===== src/sv/pbs_pkg.sv =====
// ---------------------------------------------------------------------------
// pbs_pkg: shared definitions for the priority batch scheduler
// Field widths, batch size, sequencer states and the saturation helpers.
// ---------------------------------------------------------------------------
`default_nettype none

package pbs_pkg;

  localparam int MAX_JOBS = 32;

  localparam int BURST_W = 16;
  localparam int PRIO_W  = 8;
  localparam int ID_W    = 6;
  localparam int TIME_W  = 21;
  localparam int TOTAL_W = 26;

  localparam int CNT_W    = $clog2(MAX_JOBS + 1);
  localparam int IDX_W    = (MAX_JOBS > 1) ? $clog2(MAX_JOBS) : 1;
  localparam int CLK_W    = BURST_W + CNT_W;
  localparam int SUM_W    = CLK_W + CNT_W;
  localparam int SAT_W    = (SUM_W > TOTAL_W) ? SUM_W : TOTAL_W;
  localparam int ENTRY_W  = BURST_W + PRIO_W;
  localparam int KEY_W    = PRIO_W + IDX_W;
  localparam int ID_EXT_W = ((IDX_W + 1) > ID_W) ? (IDX_W + 1) : ID_W;

  typedef enum logic [3:0] {
    S_LOAD = 4'b0001,
    S_SCAN = 4'b0010,
    S_CALC = 4'b0100,
    S_POST = 4'b1000
  } state_t;

  typedef struct packed {
    logic [BURST_W-1:0] burst;
    logic [PRIO_W-1:0]  prio;
  } entry_t;

  // Clamp a time value to the largest value of a per-job time field.
  function automatic logic [TIME_W-1:0] sat_time(input logic [SAT_W-1:0] v);
    if (v > SAT_W'({TIME_W{1'b1}})) begin
      return {TIME_W{1'b1}};
    end
    return v[TIME_W-1:0];
  endfunction

  // Clamp a running total to the largest value of a total field.
  function automatic logic [TOTAL_W-1:0] sat_total(input logic [SAT_W-1:0] v);
    if (v > SAT_W'({TOTAL_W{1'b1}})) begin
      return {TOTAL_W{1'b1}};
    end
    return v[TOTAL_W-1:0];
  endfunction

endpackage

`default_nettype wire


===== src/sv/pbs_ram.sv =====
// ---------------------------------------------------------------------------
// pbs_ram: generic simple dual-port RAM
// One write port and one read port, read data registered.
// ---------------------------------------------------------------------------
`default_nettype none

module pbs_ram #(
  parameter int WIDTH = 8,
  parameter int DEPTH = 16
) (
  input  wire logic                                    clk,
  input  wire logic                                    we,
  input  wire logic [((DEPTH > 1) ? $clog2(DEPTH) : 1)-1:0] waddr,
  input  wire logic [WIDTH-1:0]                        wdata,
  input  wire logic [((DEPTH > 1) ? $clog2(DEPTH) : 1)-1:0] raddr,
  output logic      [WIDTH-1:0]                        rdata
);

  logic [WIDTH-1:0] mem [DEPTH];

  always_ff @(posedge clk) begin
    if (we) begin
      mem[waddr] <= wdata;
    end
    rdata <= mem[raddr];
  end

endmodule

`default_nettype wire


===== src/sv/priority_batch_scheduler.sv =====
// ---------------------------------------------------------------------------
// priority_batch_scheduler: non-preemptive priority scheduling of a batch
// Loads a batch of jobs, orders them by priority and streams the schedule.
// ---------------------------------------------------------------------------
`default_nettype none

// Jobs are taken one transfer per cycle while the block is loading; each is
// numbered by its arrival order from 1. A job flagged last, or the job that
// fills the store of MAX_JOBS entries, closes the batch and in_ready drops.
// The schedule is then built by repeated selection with a single comparator:
// for every output position the stored jobs are read back one per cycle and
// the smallest {priority, arrival} key above the previous winner is kept, so
// equal priorities leave in arrival order. Each result takes a read of every
// stored job through the job RAM port, then the last comparison, a drain
// step, the turnaround adder and the load of the result register. Once the
// final result is loaded, loading resumes even while that result still waits
// to be taken. Wait and turnaround times and their running totals are clamped
// to the largest value of their fields.

module priority_batch_scheduler
  import pbs_pkg::*;
(
  input  wire logic                clk,
  input  wire logic                rst_n,
  input  wire logic                in_valid,
  output logic                     in_ready,
  input  wire logic [BURST_W-1:0]  in_burst_time,
  input  wire logic [PRIO_W-1:0]   in_priority_level,
  input  wire logic                in_last_job,
  output logic                     out_valid,
  input  wire logic                out_ready,
  output logic [ID_W-1:0]          out_job_id,
  output logic [BURST_W-1:0]       out_job_burst,
  output logic [PRIO_W-1:0]        out_job_priority,
  output logic [TIME_W-1:0]        out_wait_time,
  output logic [TIME_W-1:0]        out_turnaround,
  output logic [TOTAL_W-1:0]       out_total_wait,
  output logic [TOTAL_W-1:0]       out_total_turnaround,
  output logic                     out_final_result
);

  // Sequencer and loop counters.
  state_t             state_r, state_nxt;
  logic [CNT_W-1:0]   count_r, count_nxt;
  logic [CNT_W-1:0]   pos_r, pos_nxt;
  logic [CNT_W-1:0]   rd_addr_r, rd_addr_nxt;
  logic               rd_vld_r, rd_vld_nxt;
  logic [IDX_W-1:0]   rd_idx_r, rd_idx_nxt;
  logic               best_found_r, best_found_nxt;

  // Selection and timing datapath.
  logic [KEY_W-1:0]   best_key_r, best_key_nxt;
  logic [BURST_W-1:0] best_burst_r, best_burst_nxt;
  logic [KEY_W-1:0]   last_key_r, last_key_nxt;
  logic [CLK_W-1:0]   clock_r, clock_nxt;
  logic [CLK_W-1:0]   turn_r, turn_nxt;
  logic [SUM_W-1:0]   sum_w_r, sum_w_nxt;
  logic [SUM_W-1:0]   sum_t_r, sum_t_nxt;

  // Result register.
  logic               out_valid_r, out_valid_nxt;
  logic               out_load;
  logic [ID_W-1:0]    out_id_r;
  logic [BURST_W-1:0] out_burst_r;
  logic [PRIO_W-1:0]  out_prio_r;
  logic [TIME_W-1:0]  out_wait_r;
  logic [TIME_W-1:0]  out_turn_r;
  logic [TOTAL_W-1:0] out_tw_r;
  logic [TOTAL_W-1:0] out_tt_r;
  logic               out_final_r;
  logic               out_final_nxt;
  logic [ID_EXT_W-1:0] id_ext;

  // Job store.
  logic               in_xfer;
  logic               batch_close;
  entry_t             wr_entry;
  entry_t             rd_entry;
  logic [KEY_W-1:0]   cand_key;
  logic               cand_above;
  logic               cand_better;

  assign in_ready = (state_r == S_LOAD);
  assign in_xfer  = in_valid && in_ready;
  assign batch_close = in_last_job || ((count_r + CNT_W'(1)) == CNT_W'(MAX_JOBS));

  assign wr_entry.burst = in_burst_time;
  assign wr_entry.prio  = in_priority_level;

  pbs_ram #(
    .WIDTH (ENTRY_W),
    .DEPTH (MAX_JOBS)
  ) u_job_ram (
    .clk   (clk),
    .we    (in_xfer),
    .waddr (count_r[IDX_W-1:0]),
    .wdata (wr_entry),
    .raddr (rd_addr_r[IDX_W-1:0]),
    .rdata (rd_entry)
  );

  // The shared comparator: a candidate must lie above the previous winner
  // and below the best one found so far in this pass.
  assign cand_key    = {rd_entry.prio, rd_idx_r};
  assign cand_above  = (pos_r == '0) || (cand_key > last_key_r);
  assign cand_better = !best_found_r || (cand_key < best_key_r);

  assign id_ext = ID_EXT_W'(best_key_r[IDX_W-1:0]) + ID_EXT_W'(1);
  assign out_final_nxt = ((pos_r + CNT_W'(1)) == count_r);

  always_comb begin
    state_nxt      = state_r;
    count_nxt      = count_r;
    pos_nxt        = pos_r;
    rd_addr_nxt    = rd_addr_r;
    rd_vld_nxt     = 1'b0;
    rd_idx_nxt     = rd_idx_r;
    best_found_nxt = best_found_r;
    best_key_nxt   = best_key_r;
    best_burst_nxt = best_burst_r;
    last_key_nxt   = last_key_r;
    clock_nxt      = clock_r;
    turn_nxt       = turn_r;
    sum_w_nxt      = sum_w_r;
    sum_t_nxt      = sum_t_r;
    out_load       = 1'b0;
    out_valid_nxt  = out_valid_r && !out_ready;

    case (state_r)
      S_LOAD: begin
        if (in_xfer) begin
          count_nxt = count_r + CNT_W'(1);
          if (batch_close) begin
            state_nxt      = S_SCAN;
            pos_nxt        = '0;
            rd_addr_nxt    = '0;
            best_found_nxt = 1'b0;
            clock_nxt      = '0;
            sum_w_nxt      = '0;
            sum_t_nxt      = '0;
          end
        end
      end
      S_SCAN: begin
        if (rd_addr_r != count_r) begin
          rd_addr_nxt = rd_addr_r + CNT_W'(1);
          rd_vld_nxt  = 1'b1;
          rd_idx_nxt  = rd_addr_r[IDX_W-1:0];
        end
        if (rd_vld_r && cand_above && cand_better) begin
          best_found_nxt = 1'b1;
          best_key_nxt   = cand_key;
          best_burst_nxt = rd_entry.burst;
        end
        if ((rd_addr_r == count_r) && !rd_vld_r) begin
          state_nxt = S_CALC;
        end
      end
      S_CALC: begin
        turn_nxt  = clock_r + CLK_W'(best_burst_r);
        sum_w_nxt = sum_w_r + SUM_W'(clock_r);
        state_nxt = S_POST;
      end
      S_POST: begin
        // Wait here until the result register is free or being emptied.
        if (!out_valid_r || out_ready) begin
          out_load       = 1'b1;
          out_valid_nxt  = 1'b1;
          sum_t_nxt      = sum_t_r + SUM_W'(turn_r);
          clock_nxt      = turn_r;
          last_key_nxt   = best_key_r;
          pos_nxt        = pos_r + CNT_W'(1);
          rd_addr_nxt    = '0;
          best_found_nxt = 1'b0;
          if (out_final_nxt) begin
            state_nxt = S_LOAD;
            count_nxt = '0;
          end else begin
            state_nxt = S_SCAN;
          end
        end
      end
      default: begin
        state_nxt = S_LOAD;
      end
    endcase
  end

  // Control state.
  always_ff @(posedge clk) begin
    if (!rst_n) begin
      state_r      <= S_LOAD;
      count_r      <= '0;
      pos_r        <= '0;
      rd_addr_r    <= '0;
      rd_vld_r     <= 1'b0;
      best_found_r <= 1'b0;
      out_valid_r  <= 1'b0;
    end else begin
      state_r      <= state_nxt;
      count_r      <= count_nxt;
      pos_r        <= pos_nxt;
      rd_addr_r    <= rd_addr_nxt;
      rd_vld_r     <= rd_vld_nxt;
      best_found_r <= best_found_nxt;
      out_valid_r  <= out_valid_nxt;
    end
  end

  // Datapath registers; each batch initialises what it uses when it closes.
  always_ff @(posedge clk) begin
    rd_idx_r     <= rd_idx_nxt;
    best_key_r   <= best_key_nxt;
    best_burst_r <= best_burst_nxt;
    last_key_r   <= last_key_nxt;
    clock_r      <= clock_nxt;
    turn_r       <= turn_nxt;
    sum_w_r      <= sum_w_nxt;
    sum_t_r      <= sum_t_nxt;
    if (out_load) begin
      out_id_r    <= id_ext[ID_W-1:0];
      out_burst_r <= best_burst_r;
      out_prio_r  <= best_key_r[KEY_W-1:IDX_W];
      out_wait_r  <= sat_time(SAT_W'(clock_r));
      out_turn_r  <= sat_time(SAT_W'(turn_r));
      out_tw_r    <= sat_total(SAT_W'(sum_w_r));
      out_tt_r    <= sat_total(SAT_W'(sum_t_nxt));
      out_final_r <= out_final_nxt;
    end
  end

  assign out_valid            = out_valid_r;
  assign out_job_id           = out_id_r;
  assign out_job_burst        = out_burst_r;
  assign out_job_priority     = out_prio_r;
  assign out_wait_time        = out_wait_r;
  assign out_turnaround       = out_turn_r;
  assign out_total_wait       = out_tw_r;
  assign out_total_turnaround = out_tt_r;
  assign out_final_result     = out_final_r;

  // An unclamped turnaround is always the wait time plus the job's own burst.
  a_turn_sum: assert property (@(posedge clk) disable iff (!rst_n)
    (out_valid_r && (out_turn_r != {TIME_W{1'b1}})) |->
      ((22'(out_wait_r) + 22'(out_burst_r)) == 22'(out_turn_r)))
    else $error("turnaround does not equal wait time plus burst");

  // The output position never runs past the number of jobs in the batch.
  a_pos_range: assert property (@(posedge clk) disable iff (!rst_n)
    (state_r == S_SCAN) |-> (pos_r < count_r))
    else $error("schedule position beyond batch size");

  // Every selection pass must have found a winner before its result is built.
  a_winner: assert property (@(posedge clk) disable iff (!rst_n)
    (state_r == S_POST) |-> best_found_r)
    else $error("selection pass ended without a winner");

  // The job count never exceeds the store depth.
  a_count_range: assert property (@(posedge clk) disable iff (!rst_n)
    count_r <= CNT_W'(MAX_JOBS))
    else $error("job count beyond store depth");

endmodule

`default_nettype wire

===== config.mk =====
export PLATFORM = sky130hd
export DESIGN_NAME = priority_batch_scheduler
export DESIGN_NICKNAME = d
export VERILOG_FILES = /design/src/sv/pbs_pkg.sv /design/src/sv/pbs_ram.sv /design/src/sv/priority_batch_scheduler.sv
export SDC_FILE = /design/constraint.sdc
export NUM_CORES = 1
export LEC_CHECK = 0
export BUFFER_PORTS_ARGS = -buffer_cell sky130_fd_sc_hd__buf_2
export CORE_ASPECT_RATIO = 1.2
export CORE_MARGIN = 2
export CORE_UTILIZATION = 50
export DETAILED_ROUTE_END_ITERATION = 8
export PLACE_DENSITY = 0.62
export SYNTH_ARGS = -nofsm -noshare
export SYNTH_HDL_FRONTEND = slang
export SYNTH_HIERARCHICAL = 1
export SYNTH_SLANG_ARGS = --single-unit

===== constraint.sdc =====
create_clock -name clk -period 7.5 [get_ports clk]
set_input_delay 0.75 -clock clk [delete_from_list [all_inputs] [get_ports clk]]
set_output_delay 0.75 -clock clk [all_outputs]
set_load 0.01 [all_outputs]

==> flow_summary_export.csv, run 1 <==
group,metric,value,unit
outcome,outcome,"finished clean",
sta,slew_headroom,29.3,%
placed_design,placed_cell_area,46600,um^2
sta,hold_ws,0.405,ns
clock_tree,cts_tree,"done",
sta,fin_tns_setup,0,ns
critical_path,rr_endpoint,"rd_addr_r[4]$_SDFFE_PN0P_",
floorplan,initial_util,50.2,%
routing,drt_iter0_markers,1930,
routing,met2_wl,53000,um
routing,maxUsedRoutingLayer,"met5",
sta,post-route-min-period,3.60,ns
clock_tree,cts_hold_repair.buffers,0,
clock_tree,cts-buffers-inserted,104,
routing,route.vias.total,25200,
floorplan,floorplan.die.height,331,um
clock_tree,clock_path_buffers,3,
yosys,postSynthAreaPerCell,15.4,um^2
pwr,p_total,14600,uW
critical_path,ff2ff_setup_slack,3.90,ns
critical_path,crit_path_cell_trace,"or4b_1 > buf_4 > nor2_1 > a211o_1 > nand2_1 > o21ai_2 > buf_4 > inv_1 > buf_4 > a31oi_2 > nor2b_1 > nand3_1 > xor2_1 > nor2_1",
routing,detailroute.wirelength.met3,4950,um
yosys,synth_seq_area_share,71.0,%
yosys,synth.ff_latch_count,1081,
clock_tree,clock_latency,0.67,ns
critical_path,critical_path.endpoint_type,"register",
job,timing.max_cap.violations,0,
floorplan,placementRows,120,
grt,maximum_number_of_pins_on_one_net_before_global_route_repair,125,
critical_path,r2r-start,"state_r[0]$_SDFFE_PN1P_",
clock_tree,clock_tree.htree_level_count,3,
critical_path,worst_path_most_repeated_cell,"buf_4",
sta,max_clock_freq,278,MHz
routing,drt-vias-per-instance,5.81,
yosys,synth_top_flop_cell,"edfxtp_1",
grt,global_route_wire_length_before_repair,158000,um
placed_design,hpwl,63400,um
sta,unrepaired_setup_endpoints_after_global_routing,"false",
yosys,syn_nets,3025,
clock_tree,ctsResizeCount,0,
cells_and_area,growth_of_design_area_from_synthesis_to_finish,12.4,%
routing,detail_route.drc_violations,0,
critical_path,cp_top_family,"buffers and inverters",
sta,finClkSkew,0.0163,ns
yosys,netlist_instances,2903,
routing,wl_met1,42700,um
yosys,synthMostInstantiatedCell,"edfxtp_1",
routing,postRouteWirelength,104000,um
hold_path,source_of_the_worst_hold_timing_path,"u_job_ram/rdata[9]$_DFF_P_",
yosys,ys_async_sr_fraction,0,%
cells_and_area,filler_cells_inserted,6962,
yosys,netlist_area,44600,um^2
cells_and_area,final_cell_area,50100,um^2
clock_tree,cts_root_buffer,"clkbuf_16",
sta,finalHoldViolations,0,
routing,final_antenna_net_count,0,
floorplan,die-area,91700,um^2
yosys,synth_top_area_share,67.6,%
critical_path,cp_slowest_stage_delay,0.51,ns
hold_path,hold_path_depth,0,
critical_path,timing.critical_path.required,8.05,ns
yosys,synth_enable_flop_cells,1004,
critical_path,worstRegToRegCells,14,
yosys,post_synth_main_area_contributors,"edfxtp_1, mux2i_1, dfxtp_1",
clock_tree,clock_sink_count,1081,
critical_path,worst_setup_path_start_kind,"register",
yosys,netlist-cell-type-count,71,
critical_path,critical_path_class,"reg -> reg",
critical_path,buf_inv_stages_crit_path,4,
floorplan,coreArea,88900,um^2
pwr,max-vdd-ir-drop,167,uV
floorplan,io_pins,156,
critical_path,worst-endpoint-arrival,4.15,ns
grt,grt_use_total,22.8,%
placed_design,port_buffers,155,
placed_design,gp_congestion,0.852,
hold_path,worstHoldEndpoint,"best_burst_r[1]$_DFFE_PP_",
critical_path,slowest_stage,"or4b_1",
grt,number_of_global_route_vias_before_repair,25500,
yosys,yosys_warnings,6,
floorplan,fp.dieW,277,um
grt,grt_remaining_overflow,0,
clock_tree,cts_post_setup_buffers_inserted,0,
sta,worstMarginPinSlew,1.06,ns
cells_and_area,final_cell_count_without_fillers,4331,
hold_path,hold_path.class,"reg -> reg",
yosys,synth.top_cells.by_count,"edfxtp_1, mux2i_1, nand2_1, a21oi_1, nor2_1",
sta,final_max_slew_violation_count,0,
sta,finalCritPeriodShare,48.0,%
pwr,leakage,0.0167,uW
cells_and_area,diodes,0,
sta,final-setup-viol-count,0,
clock_tree,path_clk_slew,0.07,ns
grt,number_of_antenna_violations_at_the_first_check_in_global_routing,3,
cells_and_area,layout-drive-gt1-share,15.2,%
critical_path,critical_path.max_fanout,30,
routing,detailed_routing_iterations_pass_1,5,
pwr,pwr_density_cell,291,nW/um^2
routing,routedWlPerCell,24.1,um
placed_design,dpl.cell_count,4134,
yosys,synth_top_cell_by_area,"edfxtp_1",
cells_and_area,final_nets,3203,
==> cell usage in the layout (no fill, tap or decap), types with 46 or more instances in the layout <==
cell,Yosys,routed
inv_1,47,46
buf_2,29,155
nand3_1,104,104
nand2_1,142,142
a22oi_1,74,74
nor2_1,109,76
clkbuf_16,0,109
or2_2,46,46
a22o_1,55,55
edfxtp_1,1004,1004
a21oi_1,133,133
dfxtp_1,77,76
buf_4,24,58
or3_1,47,47
mux2i_1,386,386
o21ai_0,59,58
ha_1,90,90
==> where the power goes <==
part           leakage [uW]  switching, uW  internal [uW]
logic               0.00523           1240            773
clock network       0.00171           2210           3130
registers           0.00974            246           6970
total                0.0167           3700          10900
==> metrics by stage <==
| stage | util, % | setup slack [ns] |
|---|---|---|
| 2_1_floorplan | - | 1.65 |
| 3_3_place_gp | 52.5 | 3.78 |
| 3_5_place_dp | 52.5 | 3.71 |
| 4_1_cts | 56.4 | 3.90 |
| 5_1_grt | 56.4 | 3.61 |
| 6_report | 56.4 | 3.90 |
==> state kept, by name (all words and copies together), names as in the netlist, 16 cells and up <==
signal and cells:
turn_r 22, out_wait_time 21, sum_w_r 28, out_total_turnaround 26, out_job_burst 16, best_burst_r 16, out_turnaround 21, out_total_wait 26
clock_r 22, sum_t_r 28, u_job_ram/mem 768, u_job_ram/rdata 24
==> cell type report <==
cell class              count  area, um^2  share of cell area (%)
inverters                  49         189                   0.377
well taps                1159        1450                    2.89
multi-input cells        1629       12000                    24.0
clock buffers             131        2840                    5.67
clock inverters            66         669                    1.34
flip-flops and latches   1081       31700                    63.2
repair buffers            216        1270                    2.54
==> cells by family (layout without fill, tap and decap cells) <==
logic type      Yosys count  after routing  share of synthesized area, %
buf+inv                 193            462                          2.30
fa+ha+maj                93             93                          2.66
xor+xnor                 81             81                          1.59
flops                  1081           1081                          71.0
compound gates          464            464                          6.95
simple gates            605            605                          6.82
mux                     386            386                          8.66
==> routing by layer <==
layer / track usage [%] / vias up
met5: 0 / -
met4: 8.85 / 2
met3: 3.13 / 211
met2: 39.9 / 705
met1: 28.7 / 12700
li1: - / 11500
==> worst max path at each step <==
stage | startpoint | slack [ns] | depth (start not counted) | end
4_1_cts | state_r[0]$_SDFFE_PN1P_ | 3.90 | 14 | rd_addr_r[4]$_SDFFE_PN0P_
5_1_grt | state_r[0]$_SDFFE_PN1P_ | 3.61 | 14 | rd_addr_r[4]$_SDFFE_PN0P_
2_1_floorplan | out_ready | 1.65 | 6 | count_r[2]$_SDFFE_PN0P_
3_3_place_gp | out_ready | 3.78 | 14 | rd_addr_r[4]$_SDFFE_PN0P_
3_5_place_dp | out_ready | 3.71 | 14 | rd_addr_r[4]$_SDFFE_PN0P_
6_report | state_r[0]$_SDFFE_PN1P_ | 3.90 | 14 | rd_addr_r[4]$_SDFFE_PN0P_
Note: power is estimated with default switching activity, not from simulation.
==> inputs of run 2 (changes only) <==
==> constraint.sdc (replaced) <==
create_clock -name clk -period 3.5 [get_ports clk]
set_input_delay 0.35 -clock clk [delete_from_list [all_inputs] [get_ports clk]]
set_output_delay 0.35 -clock clk [all_outputs]
set_load 0.01 [all_outputs]
==> flow_summary_export.csv, run 2 (synthesis gave the netlist of run 1 again) <==
group,metric,value,unit
floorplan,initial_util,50.2,%
routing,route.vias.total,25000,
floorplan,placementRows,120,
sta,max_clock_freq,299,MHz
floorplan,io_pins,156,
clock_tree,cts-buffers-inserted,102,
cells_and_area,final_cell_area,50500,um^2
cells_and_area,layout-drive-gt1-share,16.5,%
pwr,comb_power_share,14.4,%
cells_and_area,multi_input_comb_area,12100,um^2
floorplan,coreArea,88900,um^2
sta,final-setup-viol-count,0,
pwr,max-vdd-ir-drop,373,uV
critical_path,timing.critical_path.required,3.91,ns
critical_path,critical_path.max_fanout,10,
routing,drt_iter0_markers,2054,
critical_path,r2r-start,"turn_r[0]$_DFFE_PP_",
clock_tree,clock_path_buffers,3,
cells_and_area,largest_register_ffs,768,
pwr,pwr_density_cell,612,nW/um^2
pwr,clkPwrFrac,35.7,%
sta,finalHoldViolations,0,
pwr,seqPwrFrac,49.9,%
grt,maximum_number_of_pins_on_one_net_before_global_route_repair,78,
grt,grt_remaining_overflow,0,
pwr,switching_share,25.6,%
grt,number_of_antenna_violations_at_the_first_check_in_global_routing,1,
clock_tree,clock_sink_count,1081,
cells_and_area,final_cell_count_without_fillers,4372,
job,timing.max_cap.violations,0,
critical_path,worstRegToRegCells,13,
grt,grt_use_total,21.8,%
critical_path,worst-endpoint-arrival,3.75,ns
hold_path,hold_path.class,"in -> reg",
sta,hold_ws,0.0857,ns
cells_and_area,biggestRegsByFlops,"u_job_ram/mem: 768 flops, sum_t_r: 28 flops, sum_w_r: 28 flops",
critical_path,critical_path.endpoint_type,"register",
floorplan,die-area,91700,um^2
clock_tree,clock_latency,0.67,ns
outcome,outcome,"finished clean",
cells_and_area,filler_cells_inserted,6996,
pwr,p_switching,7890,uW
hold_path,source_of_the_worst_hold_timing_path,"rst_n",
placed_design,dpl.cell_count,4178,
routing,detailed_routing_iterations_pass_1,5,
routing,postRouteWirelength,100000,um
sta,finClkSkew,0.0193,ns
grt,global_route_wire_length_before_repair,152000,um
placed_design,hpwl,65300,um
floorplan,floorplan.die.height,331,um
cells_and_area,register_area,31700,um^2
routing,routedWlPerCell,22.9,um
placed_design,gp_congestion,0.901,
clock_tree,cts_hold_repair.buffers,0,
sta,post-route-min-period,3.34,ns
floorplan,fp.dieW,277,um
critical_path,worst_setup_path_startpoint,"turn_r[0]$_DFFE_PP_",
sta,finalCritPeriodShare,95.5,%
pwr,leakage,0.0169,uW
routing,detail_route.drc_violations,0,
cells_and_area,top_register,"u_job_ram/mem",
placed_design,placed_cell_area,47000,um^2
pwr,cell_internal_pwr,23000,uW
cells_and_area,layout.cells.most_common,"edfxtp_1",
clock_tree,cts_tree,"done",
grt,number_of_global_route_vias_before_repair,25100,
sta,slew_headroom,18.9,%
cells_and_area,growth_of_design_area_from_synthesis_to_finish,13.2,%
cells_and_area,final_nets,3249,
sta,worstMarginPinSlew,1.20,ns
routing,drt-vias-per-instance,5.72,
critical_path,critical_path_class,"reg -> reg",
hold_path,hold_path_depth,2,
critical_path,worst_setup_path_start_kind,"register",
clock_tree,path_clk_slew,0.06,ns
clock_tree,cts_root_buffer,"clkbuf_16",
cells_and_area,final_cell_mix,"edfxtp_1, mux2i_1, buf_2",
sta,fin_tns_setup,0,ns
clock_tree,clock_tree.htree_level_count,3,
sta,final_max_slew_violation_count,0,
placed_design,port_buffers,155,
routing,final_antenna_net_count,0,
==> run 2: changes by cell type in the layout (fill, tap and decap cells not counted), sizes merged, moves of 2 or more <==
cell,previous run,this run
buf,216,264
bufinv,13,10
clkbuf,131,127
diode,0,2
clkinv,41,39
==> run 2: through the flow <==
| step | setup WS [ns] | utilization, % | total power, uW |
|---|---|---|---|
| global placement | 0.149 | 52.9 | 19900 |
| finish | 0.158 | 56.8 | 30900 |
| detailed placement | 0.0762 | 52.9 | 20000 |
| floorplan | 0.0453 | - | 18600 |
| global route | -0.00263 | 56.8 | 32100 |
| CTS | 0.0208 | 56.7 | 31100 |
==> run 2: what timing repair did <==
item / in CTS / in global routing
resized for setup: 0 / 13
endpoints found under the setup margin: 0 / 33
setup buffers: 0 / 3
==> run 2: area by class of cell <==
type | count | area share (%)
repair buffers | 264 | 3.38
clock inverters | 61 | 1.17
inverters | 49 | 0.374
well taps | 1159 | 2.87
clock buffers | 127 | 5.47
flip-flops and latches | 1081 | 62.8
multi-input cells | 1629 | 24.0
diodes | 2 | 0.00991
==> run 2: worst max-delay path, stage by stage (launching register included) <==
cell      delay [ns]
edfxtp_1        0.36
ha_2            0.20
inv_1           0.05
fa_1            0.39
and2b_1         0.24
o31ai_1         0.10
a31oi_2         0.27
a31oi_4         0.14
o31a_4          0.38
nor3_4          0.19
mux2i_2         0.12
buf_6           0.16
or2_1           0.22
a221o_1         0.26
==> run 2: final timing paths <==
path	endpoint	slack (ns)
min reg2reg	best_burst_r[12]$_DFFE_PP_	0.41
min	state_r[0]$_SDFFE_PN1P_	0.09
max reg2reg	out_total_turnaround[21]$_SDFFCE_PN1P_	0.16
max	out_total_turnaround[21]$_SDFFCE_PN1P_	0.16
==> run 2: metal layers <==
metal  vias to the layer above  part of all wire [%]  track usage (%)  wire length [um]
met5                         -                     0                0                 0
met4                         0                   2.8             7.05              2840
met3                       169                   4.3             2.53              4310
met2                       679                    52             39.5             52400
met1                     12600                    41             27.1             40600
li1                      11600                     -                -                 -
==> run 2: power groups by stage <==
stage / Combinational, uW / Sequential, uW / Clock [uW]
global route: 4920 / 15500 / 11700
floorplan: 3160 / 15400 / 0
detailed placement: 4330 / 15700 / 0
global placement: 4250 / 15700 / 0
CTS: 4350 / 15400 / 11300
finish: 4440 / 15400 / 11000
